[src/hw/rtl/tcw_pkg.sv]
// Shared types and constants for the text console writer.
`default_nettype none

package tcw_pkg;

   // Command codes
   localparam logic [2:0] CMD_PUT_BYTE     = 3'd0;
   localparam logic [2:0] CMD_SET_CURSOR   = 3'd1;
   localparam logic [2:0] CMD_DRAW_CHAR    = 3'd2;
   localparam logic [2:0] CMD_READ_CELL    = 3'd3;
   localparam logic [2:0] CMD_CLEAR_SCREEN = 3'd4;

   // Control characters
   localparam logic [7:0] CHAR_BACKSPACE = 8'h08;
   localparam logic [7:0] CHAR_NEWLINE   = 8'h0A;
   localparam logic [7:0] CHAR_RETURN    = 8'h0D;
   localparam logic [7:0] BLANK_CHAR     = 8'h00;

   // Attributes
   localparam logic [7:0] MAX_ATTRIBUTE   = 8'h8F;
   localparam logic [7:0] RESET_ATTRIBUTE = 8'h0F;

   // Register indexes
   localparam logic REG_TEXT_COLOR    = 1'b0;
   localparam logic REG_CURSOR_HIDDEN = 1'b1;

   // Status codes
   localparam logic STATUS_DONE     = 1'b0;
   localparam logic STATUS_REJECTED = 1'b1;

   typedef struct packed {
      logic [2:0] command;
      logic [7:0] byte_value;
      logic [4:0] target_row;
      logic [6:0] target_column;
      logic [7:0] cell_color;
   } req_item_type;

   typedef struct packed {
      logic        status;
      logic [4:0]  cursor_row;
      logic [6:0]  cursor_column;
      logic [11:0] cursor_address;
      logic [7:0]  read_character;
      logic [7:0]  read_attribute;
   } rsp_item_type;

   // Kind of full-screen sweep
   typedef enum logic [1:0] {
      SWEEP_INIT   = 2'd0,
      SWEEP_CLEAR  = 2'd1,
      SWEEP_SCROLL = 2'd2
   } sweep_kind_type;

   // Controller to datapath
   typedef struct packed {
      logic load;
      logic exec;
      logic start_clear;
      logic start_scroll;
      logic sweep;
      logic finish;
   } tcw_cmd_type;

   // Datapath to controller
   typedef struct packed {
      logic need_scroll;
      logic do_clear;
      logic do_read;
      logic sweep_done;
   } tcw_stat_type;

endpackage

`default_nettype wire

[src/hw/rtl/tcw_ctrl.sv]
// Sequencer of the text console writer: item intake, execution, read wait and sweeps.
`default_nettype none

module tcw_ctrl (
   input  wire logic                 clock,
   input  wire logic                 reset,
   input  wire logic                 start,
   input  wire tcw_pkg::tcw_stat_type stat,
   output logic                      busy,
   output tcw_pkg::tcw_cmd_type      cmd
);

   typedef enum logic [4:0] {
      ST_INIT   = 5'b00001,
      ST_IDLE   = 5'b00010,
      ST_EXEC   = 5'b00100,
      ST_RDWAIT = 5'b01000,
      ST_SWEEP  = 5'b10000
   } ctrl_state_type;

   ctrl_state_type state_ff, state_in;

   // Next state and commands
   always_comb begin
      state_in = state_ff;
      cmd      = '0;
      case (state_ff)
         ST_INIT: begin
            cmd.sweep = 1'b1;
            if (stat.sweep_done) begin
               state_in = ST_IDLE;
            end
         end
         ST_IDLE: begin
            if (start) begin
               cmd.load = 1'b1;
               state_in = ST_EXEC;
            end
         end
         ST_EXEC: begin
            cmd.exec = 1'b1;
            if (stat.do_clear) begin
               cmd.start_clear = 1'b1;
               state_in        = ST_SWEEP;
            end else if (stat.need_scroll) begin
               cmd.start_scroll = 1'b1;
               state_in         = ST_SWEEP;
            end else if (stat.do_read) begin
               state_in = ST_RDWAIT;
            end else begin
               cmd.finish = 1'b1;
               state_in   = ST_IDLE;
            end
         end
         ST_RDWAIT: begin
            cmd.finish = 1'b1;
            state_in   = ST_IDLE;
         end
         ST_SWEEP: begin
            cmd.sweep = 1'b1;
            if (stat.sweep_done) begin
               cmd.finish = 1'b1;
               state_in   = ST_IDLE;
            end
         end
         default: begin
            state_in = ST_IDLE;
         end
      endcase
   end

   always_ff @(posedge clock) begin
      if (reset) begin
         state_ff <= ST_INIT;
      end else begin
         state_ff <= state_in;
      end
   end

   assign busy = (state_ff != ST_IDLE);

   // Execution lasts a single cycle per item
   a_exec_single: assert property (@(posedge clock) disable iff (reset)
      cmd.exec |=> !cmd.exec)
      else $error("exec held for more than one cycle");

endmodule

`default_nettype wire

[config.mk]
export PLATFORM = sky130hd
export DESIGN_NAME = tcw_ctrl
export DESIGN_NICKNAME = d
export VERILOG_FILES = /design/src/hw/rtl/tcw_pkg.sv /design/src/hw/rtl/tcw_ctrl.sv
export SDC_FILE = /design/constraint.sdc
export NUM_CORES = 1
export LEC_CHECK = 0
export ABC_AREA = 0
export BUFFER_PORTS_ARGS = -buffer_cell sky130_fd_sc_hd__buf_4
export CELL_PAD_IN_SITES_DETAIL_PLACEMENT = 1
export CELL_PAD_IN_SITES_GLOBAL_PLACEMENT = 1
export CORE_AREA = 2 2 39 41
export DETAILED_ROUTE_END_ITERATION = 8
export DIE_AREA = 0 0 41 43
export PLACE_DENSITY = 0.61
export SYNTH_ARGS = -nofsm -noshare
export SYNTH_HDL_FRONTEND = slang
export SYNTH_SLANG_ARGS = --single-unit
[constraint.sdc]
create_clock -name clock -period 2.4 [get_ports clock]
set_clock_uncertainty 0.15 [all_clocks]
set_input_delay 0.12 -clock clock [delete_from_list [all_inputs] [get_ports clock]]
set_output_delay 0.12 -clock clock [all_outputs]
set_load 0.03 [all_outputs]
==> results.py <==
metrics = {
    "status": {
        "status": "complete, no violations",
    },
    "setup_path": {
        "path_cells": "nor2_1, nand3_1, nor3b_1, buf_4",
        "cp.required_ns": 2.13,
        "cp-end-kind": "output port",
        "cp-start-kind": "flop",
        "reg2reg_depth": 3,
        "r2r_slack_ns": 0.84,
        "critPathMaxStageDelay_ns": 0.34,
        "startpoint": "state_ff[4]$_SDFFE_PP0P_",
        "crit_type": "flop to output port",
        "path_max_fanout": 5,
        "slowest_stage": "dfxtp_1",
        "crit_arrival_ns": 1.40,
        "endpoint": "cmd[2]",
        "timing.rr.end": "state_ff[4]$_SDFFE_PP0P_",
        "r2r_start": "state_ff[3]$_SDFFE_PP0P_",
    },
    "floorplanning": {
        "fp.dieH_um": 43,
        "rows": 14,
        "start_util": 0.194,
        "die_w_um": 41,
        "top_level_ports": 14,
        "coreArea_mm2": 0.00138,
        "die_area_mm2": 0.00176,
    },
    "routing": {
        "drc": 0,
        "drtAntennaViolNets": 0,
        "vias": 304,
        "drt-initial-drc-count": 3,
        "post_drt_wl_per_cell_um": 11.0,
        "wirelength_um": 712,
        "drtPass1Iterations": 4,
        "viasPerCell": 4.68,
    },
    "clock_tree": {
        "clockBufferDepth": 2,
        "clk_latency_ns": 0.24,
        "numCtsBuffers": 3,
        "cts_resized": 0,
        "cts.htree.levels": 1,
        "cts_root_buf": "clkbuf_4",
        "cts_setup_buffers": 0,
        "clock-sinks": 5,
        "clk_pin_slew_worst_paths_ns": 0.04,
        "cts_tree": "yes",
    },
    "sta": {
        "worst_slack_ns": 0.734,
        "fin_setup_tns_ns": 0,
        "worstMarginPinSlew_ns": 0.329,
        "slew_headroom": 0.775,
        "fmax_mhz": 600,
        "layout_min_cycle_time_ns": 1.67,
        "setup_viol": 0,
        "maxSlewViolCount": 0,
        "rsz0062_at_grt": "no",
        "finalCritPeriodShare": 0.694,
        "hold_viol": 0,
    },
    "synth": {
        "synthTopCellsByArea": "dfxtp_1 (37%), nor2_1 (5.6%), or3_4 (4.2%), mux2i_1 (3.7%), nand3_1 (3.7%)",
        "synth_top_area_cell": "dfxtp_1",
        "syn-instance-count": 31,
        "ys_seq_elements": 5,
        "avgSynthCellArea_um2": 8.68,
        "yosysWarnings": 0,
        "synth.distinct_cells": 22,
        "netlist_area_um2": 269,
        "synth_top_area_share": 0.372,
        "yosysSeqAreaShare": 0.372,
        "syn_nets": 38,
    },
    "grt": {
        "grt_pass1_wl_mm": 1.21,
        "grt_pass1_vias": 293,
        "antenna_found_initial": 0,
        "grt_start_max_net_pins": 7,
        "track_usage": 0.104,
        "overflow": 0,
    },
    "placed_design": {
        "port-buffer-count": 13,
        "pre_cts_ws_ns": 0.863,
        "gp_congestion": 0.679,
        "dp_hpwl_um": 571,
    },
    "cells_and_area": {
        "final_nets": 57,
        "n_antenna_cell": 0,
        "fillers": 183,
        "syn_to_final_growth_pct": 57.2,
        "largest_reg_flops": 5,
        "reg_top3": "state_ff (5)",
        "drive_gt1_frac": 0.367,
        "top_register": "state_ff",
    },
    "run": {
        "max-cap-violations": 0,
    },
    "worst_hold_path": {
        "worstHoldPathType": "primary input to flop",
    },
    "power": {
        "peakVddDrop_v": 0.000318,
        "power_density_mw_per_mm2": 544,
        "p_leak_uw": 0.000179,
    },
}
==> cell usage in the layout (no fill, tap or decap) <==
master         count
or3_4              1
dlygate4sd3_1      1
nor3b_1            1
nand2_1            1
buf_4             13
o2bb2ai_1          1
a21o_1             1
dfxtp_1            5
xnor2_1            1
mux2i_1            1
nand3_1            2
nand4_1            1
nor2b_1            1
and4_1             1
nor3_1             2
inv_1              1
or2_2              1
and2_1             1
or3_1              1
nor2_1             4
clkbuf_1           1
nor4b_1            1
or4b_1             1
a2111oi_0          1
clkbuf_4           3
a21oi_1            1
==> Yosys cell counts (all sizes together) <==
cell type,number
a2111oi,1
a21o,1
a21oi,1
and2,1
and4,1
dfxtp,5
inv,1
mux2i,1
nand2,1
nand3,2
nand4,1
nor2,4
nor2b,1
nor3,2
nor3b,1
nor4b,1
o2bb2ai,1
or2,1
or3,2
or4b,1
xnor2,1
==> where the power goes <==
group	internal (uW)	switching (uW)
clock network	62.8	33.7
logic	21.0	21.4
registers	86.9	4.55
==> kinds of logic (layout without fill, tap and decap cells) <==
| group | Yosys count | after routing | share of synthesized area |
|---|---|---|---|
| xor gates and xnor gates | 1 | 1 | 0.0326 |
| AOI/OAI and AO/OA | 4 | 4 | 0.112 |
| buffers and inverters | 1 | 19 | 0.0139 |
| DFF | 5 | 5 | 0.372 |
| and+or+nand+nor | 19 | 19 | 0.433 |
| muxes | 1 | 1 | 0.0372 |
==> per-layer routing <==
| metal | GRT usage | share of wire | up-vias |
|---|---|---|---|
| li1 | - | - | 153 |
| met1 | 0.133 | 0.46 | 141 |
| met2 | 0.138 | 0.47 | 6 |
| met3 | 0.0471 | 0.044 | 4 |
| met4 | 0.0600 | 0.029 | 0 |
| met5 | 0 | 0 | - |
==> stage by stage <==
| stage | power, uW | instance area [um2] | util | instances | hold slack [ns] |
|---|---|---|---|---|---|
| finish | 230 | 423 | 0.306 | 65 | 0.0138 |
| global route | 244 | 423 | 0.306 | 65 | 0.0308 |
| CTS | 235 | 423 | 0.306 | 65 | 0.00711 |
| detailed placement | 134 | 387 | 0.279 | 60 | 0.179 |
| global placement | 134 | 387 | 0.279 | 60 | 0.176 |
| floorplan | 115 | 269 | - | 31 | 0.0391 |
==> layout make-up <==
class | count | area, um2 | share of cell area
sequential | 5 | 100 | 0.237
timing repair buffer | 14 | 108 | 0.254
inverter | 1 | 3.75 | 0.00888
multi-input combinational | 25 | 165 | 0.391
clock buffer | 4 | 26.3 | 0.0621
tap | 16 | 20.0 | 0.0473
==> worst max-delay path, delay by kind of cell, from the launching register on <==
kind          cells  cell delay [ns]
simple gates      3             0.63
flops             1             0.34
buf+inv           1             0.19
==> how the worst min path moves through the flow <==
stage | start | endpoint | slack (ns) | cells past startpoint
floorplan | reset | state_ff[4]$_SDFFE_PP0P_ | 0.04 | 1
global placement | reset | state_ff[4]$_SDFFE_PP0P_ | 0.18 | 2
detailed placement | reset | state_ff[4]$_SDFFE_PP0P_ | 0.18 | 2
CTS | stat[1] | state_ff[3]$_SDFFE_PP0P_ | 0.007 | 2
global route | stat[1] | state_ff[3]$_SDFFE_PP0P_ | 0.03 | 2
finish | stat[1] | state_ff[3]$_SDFFE_PP0P_ | 0.01 | 2
==> repair_timing <==
| action | 4_1_cts | 5_1_grt |
|---|---|---|
| hold buffers | 1 | 0 |
| endpoints found under the hold margin | 5 | 0 |
| endpoints found under the setup margin | 0 | 0 |
Power figures use the tool's default switching activity.
